**config.mk**
```make
export PLATFORM = sky130hd
export DESIGN_NAME = lidar_scan_range_filter
export DESIGN_NICKNAME = d
export VERILOG_FILES = /design/src/rtl/core/lsrf_pkg.sv /design/src/rtl/core/lidar_scan_range_filter.sv
export VERILOG_INCLUDE_DIRS = /design/src /design/src/rtl/core
export SDC_FILE = /design/constraint.sdc
export NUM_CORES = 1
export LEC_CHECK = 0
export ABC_AREA = 0
export BUFFER_PORTS_ARGS = -buffer_cell sky130_fd_sc_hd__buf_2
export CAP_MARGIN = 10
export CORE_UTILIZATION = 30
export CTS_CLUSTER_DIAMETER = 100
export CTS_CLUSTER_SIZE = 25
export DETAILED_ROUTE_END_ITERATION = 10
export PLACE_DENSITY_LB_ADDON = 0.2
export SKIP_CTS_REPAIR_TIMING = 1
export SYNTH_ARGS = -nofsm -noshare
export SYNTH_HDL_FRONTEND = slang
export SYNTH_SLANG_ARGS = --single-unit
```
**constraint.sdc**
```tcl
create_clock -name clk -period 6.57 [get_ports clk]
set_clock_uncertainty 0.1 [all_clocks]
set_input_delay 1.314 -clock clk [delete_from_list [all_inputs] [get_ports clk]]
set_output_delay 1.314 -clock clk [all_outputs]
set_load 0.03 [all_outputs]
```
**src/rtl/core/lidar_scan_range_filter_macros.svh**
```systemverilog
// ----------------------------------------------------------------------------
// Lidar scan range filter - assertion macros
// Shared concurrent assertion forms, clocked on clk and held off in reset.
// ----------------------------------------------------------------------------
`ifndef LIDAR_SCAN_RANGE_FILTER_MACROS_SVH
`define LIDAR_SCAN_RANGE_FILTER_MACROS_SVH

// Check that a condition holds at every clock edge out of reset
`define LSRF_ASSERT_ALWAYS(lbl, cond, msg) \
    lbl: assert property (@(posedge clk) disable iff (!rst_n) (cond)) else $error(msg);

// Check that a consequent holds in the same cycle as its trigger
`define LSRF_ASSERT_SAME(lbl, trig, cons, msg) \
    lbl: assert property (@(posedge clk) disable iff (!rst_n) (trig) |-> (cons)) \
        else $error(msg);

// Check that a consequent holds in the cycle after its trigger
`define LSRF_ASSERT_NEXT(lbl, trig, cons, msg) \
    lbl: assert property (@(posedge clk) disable iff (!rst_n) (trig) |=> (cons)) \
        else $error(msg);

`endif

```
**src/rtl/core/lsrf_pkg.sv**
```systemverilog
// ----------------------------------------------------------------------------
// Lidar scan range filter - package
// Field widths, register indexes, fixed limits and the intensity compressor.
// ----------------------------------------------------------------------------
package lsrf_pkg;

    // Field and register widths
    localparam int RANGE_W     = 16;
    localparam int INTEN_W     = 16;
    localparam int INTEN_OUT_W = 8;
    localparam int CFG_ANGLE_W = 22;
    localparam int CFG_DATA_W  = 22;
    localparam int CFG_IDX_W   = 3;
    localparam int COUNT_W     = 12;
    // Angle accumulator covers the full sample count range with margin
    localparam int ANGLE_W     = 26;

    // Register indexes
    localparam logic [CFG_IDX_W-1:0] CFG_MIN_ANGLE  = 3'd0;
    localparam logic [CFG_IDX_W-1:0] CFG_MAX_ANGLE  = 3'd1;
    localparam logic [CFG_IDX_W-1:0] CFG_RANGE_MIN  = 3'd2;
    localparam logic [CFG_IDX_W-1:0] CFG_RANGE_MAX  = 3'd3;
    localparam logic [CFG_IDX_W-1:0] CFG_INTEN_EN   = 3'd4;

    // Register reset values
    localparam logic signed [CFG_ANGLE_W-1:0] MIN_ANGLE_RST = -22'sd1350000;
    localparam logic signed [CFG_ANGLE_W-1:0] MAX_ANGLE_RST = 22'sd1350000;
    localparam logic [RANGE_W-1:0]            RANGE_MIN_RST = 16'd10;
    localparam logic [RANGE_W-1:0]            RANGE_MAX_RST = 16'd20000;

    // Angle walk in 1e-4 degree
    localparam logic signed [ANGLE_W-1:0] START_ANGLE = -26'sd1350000;
    localparam logic signed [ANGLE_W-1:0] ANGLE_STEP  = 26'sd3333;

    // Mask bands on the absolute angle
    localparam logic [ANGLE_W-1:0] POST_LO  = 26'd850000;
    localparam logic [ANGLE_W-1:0] POST_HI  = 26'd950000;
    localparam logic [ANGLE_W-1:0] REAR_LIM = 26'd1050000;
    localparam logic [ANGLE_W-1:0] MOUNT_LO = 26'd1100000;
    localparam logic [ANGLE_W-1:0] MOUNT_HI = 26'd1300000;
    localparam logic [RANGE_W-1:0] MOUNT_RANGE = 16'd1200;
    localparam logic [RANGE_W-1:0] UNIT_RANGE  = 16'd1;

    // Intensity compression
    localparam logic [INTEN_W-1:0] INTEN_CLIP     = 16'd55000;
    localparam logic [INTEN_W-1:0] INTEN_CLIP_VAL = 16'd600;
    localparam logic [INTEN_W-1:0] INTEN_KNEE     = 16'd5000;
    localparam logic [INTEN_OUT_W-1:0] INTEN_BASE = 8'd200;
    // floor(x/25) = (x * 5243) >> 17 for x <= 5000
    localparam logic [12:0] RECIP_25   = 13'd5243;
    localparam int          SHIFT_25   = 17;
    // floor(x/1200) = (x * 55925) >> 26 for x <= 50000
    localparam logic [15:0] RECIP_1200 = 16'd55925;
    localparam int          SHIFT_1200 = 26;

    typedef enum logic [1:0] {
        RC_INF  = 2'd0,
        RC_KEEP = 2'd1,
        RC_MASK = 2'd2
    } range_code_t;

    // Compress a raw intensity to its 8-bit code
    function automatic logic [INTEN_OUT_W-1:0] compress_intensity(
        input logic [INTEN_W-1:0] raw
    );
        logic [INTEN_W-1:0] clip;
        logic [INTEN_W-1:0] excess;
        logic [31:0]        prod_hi;
        logic [25:0]        prod_lo;
        logic [INTEN_OUT_W-1:0] res;
        clip    = (raw > INTEN_CLIP) ? INTEN_CLIP_VAL : raw;
        excess  = clip - INTEN_KNEE;
        prod_hi = excess * RECIP_1200;
        prod_lo = clip[12:0] * RECIP_25;
        if (clip > INTEN_KNEE)
        begin
            res = INTEN_BASE + INTEN_OUT_W'(prod_hi[31:SHIFT_1200]);
        end
        else
        begin
            res = prod_lo[SHIFT_25+7:SHIFT_25];
        end
        return res;
    endfunction

endpackage

```
**src/rtl/core/lidar_scan_range_filter.sv**
```systemverilog
// ----------------------------------------------------------------------------
// Lidar scan range filter - top level
// Window, range coding, intensity compression and scan fault check per sample.
// ----------------------------------------------------------------------------
//  channel   | direction | handshake              | payload
//  ----------+-----------+------------------------+-------------------------------
//  sample in | in        | in_valid / in_stall    | range_mm, raw_intensity,
//            |           |                        | last_sample
//  result    | out       | out_valid / out_stall  | in_window, range_out_mm,
//            |           |                        | range_code, intensity_out,
//            |           |                        | scan_end, scan_error
//  config    | in        | cfg_valid / cfg_ready  | cfg_index, cfg_data
//
// One request per cycle unless stalled; its result follows in the next cycle.
// The single result register sets the rate: it refills in the same cycle
// it is drained, so in_stall is high only while a result waits under out_stall.
// Reset clears the scan state and loads the register defaults; no clearing pass.
// cfg_ready is always high.
// ----------------------------------------------------------------------------
`include "lidar_scan_range_filter_macros.svh"

module lidar_scan_range_filter
    import lsrf_pkg::*;
#(
    parameter int MAX_SAMPLES = 2048
)
(
    input  logic                   clk,
    input  logic                   rst_n,
    // sample channel
    input  logic                   in_valid,
    output logic                   in_stall,
    input  logic [RANGE_W-1:0]     range_mm,
    input  logic [INTEN_W-1:0]     raw_intensity,
    input  logic                   last_sample,
    // result channel
    output logic                   out_valid,
    input  logic                   out_stall,
    output logic                   in_window,
    output logic [RANGE_W-1:0]     range_out_mm,
    output logic [1:0]             range_code,
    output logic [INTEN_OUT_W-1:0] intensity_out,
    output logic                   scan_end,
    output logic                   scan_error,
    // configuration channel
    input  logic                   cfg_valid,
    output logic                   cfg_ready,
    input  logic [CFG_IDX_W-1:0]   cfg_index,
    input  logic [CFG_DATA_W-1:0]  cfg_data
);

    localparam int IDX_W = $clog2(MAX_SAMPLES);
    localparam logic [IDX_W-1:0] IDX_LAST = IDX_W'(MAX_SAMPLES - 1);

    // Configuration registers
    logic signed [CFG_ANGLE_W-1:0] min_angle_reg;
    logic signed [CFG_ANGLE_W-1:0] max_angle_reg;
    logic [RANGE_W-1:0]            range_min_reg;
    logic [RANGE_W-1:0]            range_max_reg;
    logic                          inten_en_reg;

    // Scan state
    logic [IDX_W-1:0]          sample_index_reg, sample_index_next;
    logic signed [ANGLE_W-1:0] angle_reg, angle_next;
    logic [COUNT_W-1:0]        win_cnt_reg, win_cnt_next;
    logic [COUNT_W-1:0]        unit_cnt_reg, unit_cnt_next;
    logic [COUNT_W-1:0]        oor_cnt_reg, oor_cnt_next;

    // Result register
    logic                   out_valid_reg, out_valid_next;
    logic                   in_window_reg;
    logic [RANGE_W-1:0]     range_out_reg;
    range_code_t            range_code_reg;
    logic [INTEN_OUT_W-1:0] intensity_reg;
    logic                   scan_end_reg;
    logic                   scan_error_reg;

    // Per-sample results
    logic                   accept;
    logic signed [ANGLE_W-1:0] min_ext;
    logic signed [ANGLE_W-1:0] max_ext;
    logic                   win;
    logic [ANGLE_W-1:0]     abs_angle;
    logic                   range_ok;
    logic                   mask;
    logic [RANGE_W-1:0]     rout;
    range_code_t            code;
    logic [INTEN_OUT_W-1:0] iout;
    logic                   err;

    assign accept    = in_valid && !in_stall;
    assign in_stall  = out_valid_reg && out_stall;
    assign cfg_ready = 1'b1;

    // Write configuration registers
    always_ff @(posedge clk or negedge rst_n)
    begin
        if (!rst_n)
        begin
            min_angle_reg <= MIN_ANGLE_RST;
            max_angle_reg <= MAX_ANGLE_RST;
            range_min_reg <= RANGE_MIN_RST;
            range_max_reg <= RANGE_MAX_RST;
            inten_en_reg  <= 1'b0;
        end
        else if (cfg_valid && cfg_ready)
        begin
            case (cfg_index)
                CFG_MIN_ANGLE: min_angle_reg <= cfg_data[CFG_ANGLE_W-1:0];
                CFG_MAX_ANGLE: max_angle_reg <= cfg_data[CFG_ANGLE_W-1:0];
                CFG_RANGE_MIN: range_min_reg <= cfg_data[RANGE_W-1:0];
                CFG_RANGE_MAX: range_max_reg <= cfg_data[RANGE_W-1:0];
                CFG_INTEN_EN:  inten_en_reg  <= cfg_data[0];
                default:       ;
            endcase
        end
    end

    // Window test against neighbor angles
    assign min_ext = {{(ANGLE_W-CFG_ANGLE_W){min_angle_reg[CFG_ANGLE_W-1]}}, min_angle_reg};
    assign max_ext = {{(ANGLE_W-CFG_ANGLE_W){max_angle_reg[CFG_ANGLE_W-1]}}, max_angle_reg};
    assign win     = (angle_reg + ANGLE_STEP >= min_ext) && (angle_reg - ANGLE_STEP <= max_ext);

    // Range code and mask bands
    assign abs_angle = angle_reg[ANGLE_W-1] ? ANGLE_W'(-angle_reg) : ANGLE_W'(angle_reg);
    assign range_ok  = (range_mm > range_min_reg) && (range_mm < range_max_reg);
    assign mask      = ((abs_angle > POST_LO) && (abs_angle < POST_HI))
                    || (abs_angle > REAR_LIM)
                    || ((abs_angle > MOUNT_LO) && (abs_angle < MOUNT_HI)
                        && (range_mm < MOUNT_RANGE));

    always_comb
    begin
        rout = '0;
        code = RC_INF;
        iout = '0;
        if (win && range_ok)
        begin
            rout = range_mm;
            code = mask ? RC_MASK : RC_KEEP;
        end
        if (win && inten_en_reg)
        begin
            iout = compress_intensity(raw_intensity);
        end
    end

    // Advance counters and the sample walk
    always_comb
    begin
        win_cnt_next      = win_cnt_reg;
        unit_cnt_next     = unit_cnt_reg;
        oor_cnt_next      = oor_cnt_reg;
        sample_index_next = sample_index_reg;
        angle_next        = angle_reg;
        if (win)
        begin
            if (!(&win_cnt_reg))
            begin
                win_cnt_next = win_cnt_reg + 1'b1;
            end
            if ((range_mm == UNIT_RANGE) && !(&unit_cnt_reg))
            begin
                unit_cnt_next = unit_cnt_reg + 1'b1;
            end
            if (!range_ok && !(&oor_cnt_reg))
            begin
                oor_cnt_next = oor_cnt_reg + 1'b1;
            end
        end
        err = last_sample && ((win_cnt_next == '0) || (unit_cnt_next == win_cnt_next)
                              || (oor_cnt_next == win_cnt_next));
        if (last_sample)
        begin
            win_cnt_next      = '0;
            unit_cnt_next     = '0;
            oor_cnt_next      = '0;
            sample_index_next = '0;
            angle_next        = START_ANGLE;
        end
        else if (sample_index_reg < IDX_LAST)
        begin
            sample_index_next = sample_index_reg + 1'b1;
            angle_next        = angle_reg + ANGLE_STEP;
        end
    end

    // Hold scan state
    always_ff @(posedge clk or negedge rst_n)
    begin
        if (!rst_n)
        begin
            sample_index_reg <= '0;
            angle_reg        <= START_ANGLE;
            win_cnt_reg      <= '0;
            unit_cnt_reg     <= '0;
            oor_cnt_reg      <= '0;
        end
        else if (accept)
        begin
            sample_index_reg <= sample_index_next;
            angle_reg        <= angle_next;
            win_cnt_reg      <= win_cnt_next;
            unit_cnt_reg     <= unit_cnt_next;
            oor_cnt_reg      <= oor_cnt_next;
        end
    end

    // Result valid: load on accept, drop when taken
    assign out_valid_next = accept ? 1'b1 : (out_valid_reg && out_stall);

    always_ff @(posedge clk or negedge rst_n)
    begin
        if (!rst_n)
        begin
            out_valid_reg <= 1'b0;
        end
        else
        begin
            out_valid_reg <= out_valid_next;
        end
    end

    // Result payload
    always_ff @(posedge clk)
    begin
        if (accept)
        begin
            in_window_reg  <= win;
            range_out_reg  <= rout;
            range_code_reg <= code;
            intensity_reg  <= iout;
            scan_end_reg   <= last_sample;
            scan_error_reg <= err;
        end
    end

    assign out_valid     = out_valid_reg;
    assign in_window     = in_window_reg;
    assign range_out_mm  = range_out_reg;
    assign range_code    = range_code_reg;
    assign intensity_out = intensity_reg;
    assign scan_end      = scan_end_reg;
    assign scan_error    = scan_error_reg;

    // Assertions
    `LSRF_ASSERT_SAME(a_outside_blank, out_valid && !in_window, (range_code == RC_INF) && (range_out_mm == '0) && (intensity_out == '0), "sample outside window carries data")
    `LSRF_ASSERT_SAME(a_err_on_end, out_valid && scan_error, scan_end, "scan error flagged before scan end")
    `LSRF_ASSERT_NEXT(a_restart, accept && last_sample, (sample_index_reg == '0) && (angle_reg == START_ANGLE) && (win_cnt_reg == '0), "scan state not restarted after last sample")
    `LSRF_ASSERT_ALWAYS(a_count_order, (unit_cnt_reg <= win_cnt_reg) && (oor_cnt_reg <= win_cnt_reg), "fault counter exceeds window count")

endmodule
```
==> results.md <==
- Instance count of the mapped netlist: 2,254
- Sw Pwr: between 0.004 and 0.005 W
- Max reg flops: 26
- Core area: ~67,000 µm²
- Number of buffers added on ports: 93
- Power per cell area: ~430 nW/µm²
- Drt pass-1 iters: 5
- Routability Congestion: 0.891
- Critical-path maximum fanout: 5
- Most common cell after layout, fill and taps aside: inv_1
- WHS Path Cells: 1
- Antenna cells: 0
- Post-synth EDFFs: 29
- HPWL after detailed placement: approximately 46 mm
- Final Setup Violations: 8
- Bufs on Longest Clock Path: 2
- Gate power share: roughly three quarters
- CP peak stage delay: ~0.55 ns
- Switching part of the total: 47.1%
- Combinational family with the most area after synthesis: adder cells
- Outcome: finished, violations left
- CTS Root Buffer Type: clkbuf_16
- Reg area: about 4700 µm²
- CP Launch Type: primary input
- Die Y: 263 µm
- Layout Utilization: 36.5%
- Die area: 69,300 µm²
- Vias per Instance: 4.81
- Total clock sinks: 180
- Hold Path Sink: range_max_reg[0]
- Cell Rows: 95
- Worst Min Path Start: range_max_reg[0]
- Total CTS buffers: 17
- Hold Crit Class: flip-flop to flip-flop
- Hold Vio Cnt, Final: 0
- Setup CP Type: primary input to flip-flop
- Post-Synth Simple-Gate Area: 14.4%
- Post-synthesis xor/xnor area fraction: under 10%
- Multi-input logic area: 14,500 µm²
- Commonest cells after routing, fill and taps aside: inv_1, ha_1, buf_4
- Worst-path clk slew: about 0.09 ns
- Max frequency: 0.109 GHz
- Max Cap Violations: 0
- Int Power: 0.00553 W
- Slew @ Worst Pin: just under 1 ns
- Period utilisation layout: 140%
- Slowest stage cell, crit path: fa_1
- VDD IR max: between 0.0005 and 0.0006 V
- Initial antenna violation count: 2
- Mapped Area: between 20,000 and 25,000 µm²
- Seq pwr share: 14.2%
- Initial Utilization: between 30% and 40%
- Failing checks: negative setup slack
- Largest net degree at the start of global routing: 89
- Critical Path AT: 9.30 ns
- GR Overflow Total: 0
- H-Tree Level Count: 4
- Adder-cell share of the synthesized area: about 33%
- Total Wirelength: between 50 and 60 mm
- DIE WIDTH: around 260 µm
- GRT Total Usage: roughly 17%
- Avg Inst Size Synth: just over 9 µm²
- Remaining DRCs: 0
- Setup total negative slack: -17.38 ns
- Crit Reg-Reg Startpoint: angle_reg[0]
- Fillers: around 6,900
- Worst reg-to-reg setup slack: around 0.5 ns
- Clock power frac: 10.5%
- R2R cell count: 24
- Compound-gate portion of the synthesized area: a little under an eighth
- Share of layout cells above drive strength 1: a little over a fifth
- Max Slew Vio Count: 0
- Post-route ant nets: 0
- Top FF cell, synth: dfrtp_1
- Skew-Pair Late Insertion Delay: just under 0.5 ns
- Nets: 3,038
- Routed vias: roughly 16,000
- Total chip power: approximately 0.010 W
- Synth warnings: 0
- Total I/O pin count: 95
- R2R Path End: scan_error
- Area growth syn-to-layout: 20.1%
- DR WL/cell: between 15 and 20 µm
- Static Leak: roughly 12 nW
- Mux share of post-synthesis cell area: 2.63%
- Unrepaired setup endpoints after global routing: yes
- Post-Syn Nets: ~2,800
- Worst setup margin: -2.61 ns
- Min Clock Period, post-route: 9.18 ns
- Fraction of registers with async set/reset: between 80% and 90%
- Placed Cells: about 3,400
- Final cell count without fillers: between 3,000 and 4,000
- Yosys cell types: 101
- Family with the most delay on the worst path: adder cells
- Buffer and inverter count on the worst path: 8
- Vias in the first global route: approximately 17,000
- Slew HR: between 30% and 40%
- First-pass GRT wire length: ~90 mm
- 1st-iter DRT viols: 685
- Register area share after synthesis: 23.0%
- CP Capture Type: flip-flop
- WP data required: about 6.7 ns
- TritonCTS clock tree: yes
- Flops & latches, synth: 180
==> kinds of logic after synthesis <==
logic type                 after synthesis
other                                    1
AOI/OAI and AO/OA                      372
adders and majority gates              453
muxes                                   51
xor gates and xnor gates               166
buffers and inverters                  440
DFF                                    180
and+or+nand+nor                        591
==> power groups by stage <==
stage	clock network [W]	registers, W	logic (W)
after CTS	0.00115	0.00149	0.00761
after detailed placement	0	0.00151	0.00750
after global routing	0.00117	0.00152	0.00907
final	0.00110	0.00149	0.00787
after global placement	0	0.00151	0.00735
after floorplan	0	0.00145	0.00514
==> worst max-delay path by stage <==
stage                 startpoint                to  cells past startpoint
2_1_floorplan   raw_intensity[5]  intensity_out[5]                     39
5_1_grt        raw_intensity[11]  intensity_out[5]                     41
3_3_place_gp    raw_intensity[0]  intensity_out[5]                     44
4_1_cts         raw_intensity[0]  intensity_out[5]                     43
3_5_place_dp    raw_intensity[0]  intensity_out[5]                     43
6_report        raw_intensity[0]  intensity_out[5]                     41
==> per-stage QoR <==
| stage | worst slack, ns | hold WS, ns | area [µm²] |
|---|---|---|---|
| floorplan | -3.02 | 0.371 | 20700 |
| global placement | -3.17 | 0.379 | 23600 |
| detailed placement | -3.44 | 0.387 | 23600 |
| CTS | -2.92 | 0.407 | 24200 |
| global route | -2.91 | 0.417 | 24600 |
| finish | -2.61 | 0.403 | 24600 |
==> cell usage after synthesis (5+ instances only) <==
cell	n	area, µm²
a211oi_1	11	82.6
a21boi_0	5	37.5
a21o_1	19	143
a21oi_1	72	360
a22o_1	6	52.6
a22oi_1	5	37.5
a31o_2	6	52.6
a31oi_1	11	68.8
and2_1	18	113
and3_1	21	131
buf_2	5	25.0
clkbuf_1	66	248
dfrtp_1	111	2780
dfstp_2	40	1050
edfxtp_1	29	871
fa_1	139	2780
ha_1	314	3930
inv_1	358	1340
mux2_2	23	259
mux2i_1	28	280
nand2_1	214	803
nand2b_1	13	81.3
nand3_1	48	240
nand3b_1	6	45.0
nand4_1	34	213
nor2_1	121	454
nor2b_1	8	50.1
nor3_1	26	130
nor4_1	17	106
o2111ai_1	5	43.8
o211ai_1	5	37.5
o21a_1	6	45.0
o21ai_0	154	771
o22a_1	10	87.6
o22ai_1	6	37.5
o31ai_1	14	105
or3_1	15	93.8
xnor2_1	98	858
xor2_1	63	552
==> cell type report <==
| type | count | share of cell area, % |
|---|---|---|
| clock buffers | 17 | 1.73 |
| flip-flops and latches | 180 | 19.1 |
| multi-input cells | 1634 | 59.0 |
| repair buffers | 329 | 9.33 |
| inverters | 360 | 5.55 |
| clock inverters | 15 | 0.840 |
| well taps | 873 | 4.45 |
==> worst register-to-register path, cell delays in order, from the launching register on <==
cell and delay, ns:
dfrtp_2 0.50, a21oi_1 0.14, nor2_1 0.16, and4_1 0.27, o21ai_0 0.10, nand2b_1 0.19
o21ai_0 0.11, buf_4 0.19, nor2_1 0.19, and3_1 0.32, and3_1 0.25, xnor2_1 0.09
ha_1 0.41, nand4_2 0.19, or4_4 0.58, o221a_1 0.30, o2111ai_2 0.20, nand3_4 0.20
buf_4 0.23, nor4b_1 0.38, xnor2_1 0.19, xnor2_1 0.08, nor4_1 0.23, nand4_1 0.14
o221ai_2 0.17
==> layer usage <==
| layer | wire (µm) | part of all wire [%] | GRT usage, % |
|---|---|---|---|
| met1 | 28000 | 50 | 24.0 |
| met2 | 25900 | 46 | 26.9 |
| met4 | 515 | 0.92 | 2.67 |
| met5 | 27 | 0.048 | 0 |
| met3 | 1680 | 3.0 | 2.10 |
(Power assumes the default switching activity.)
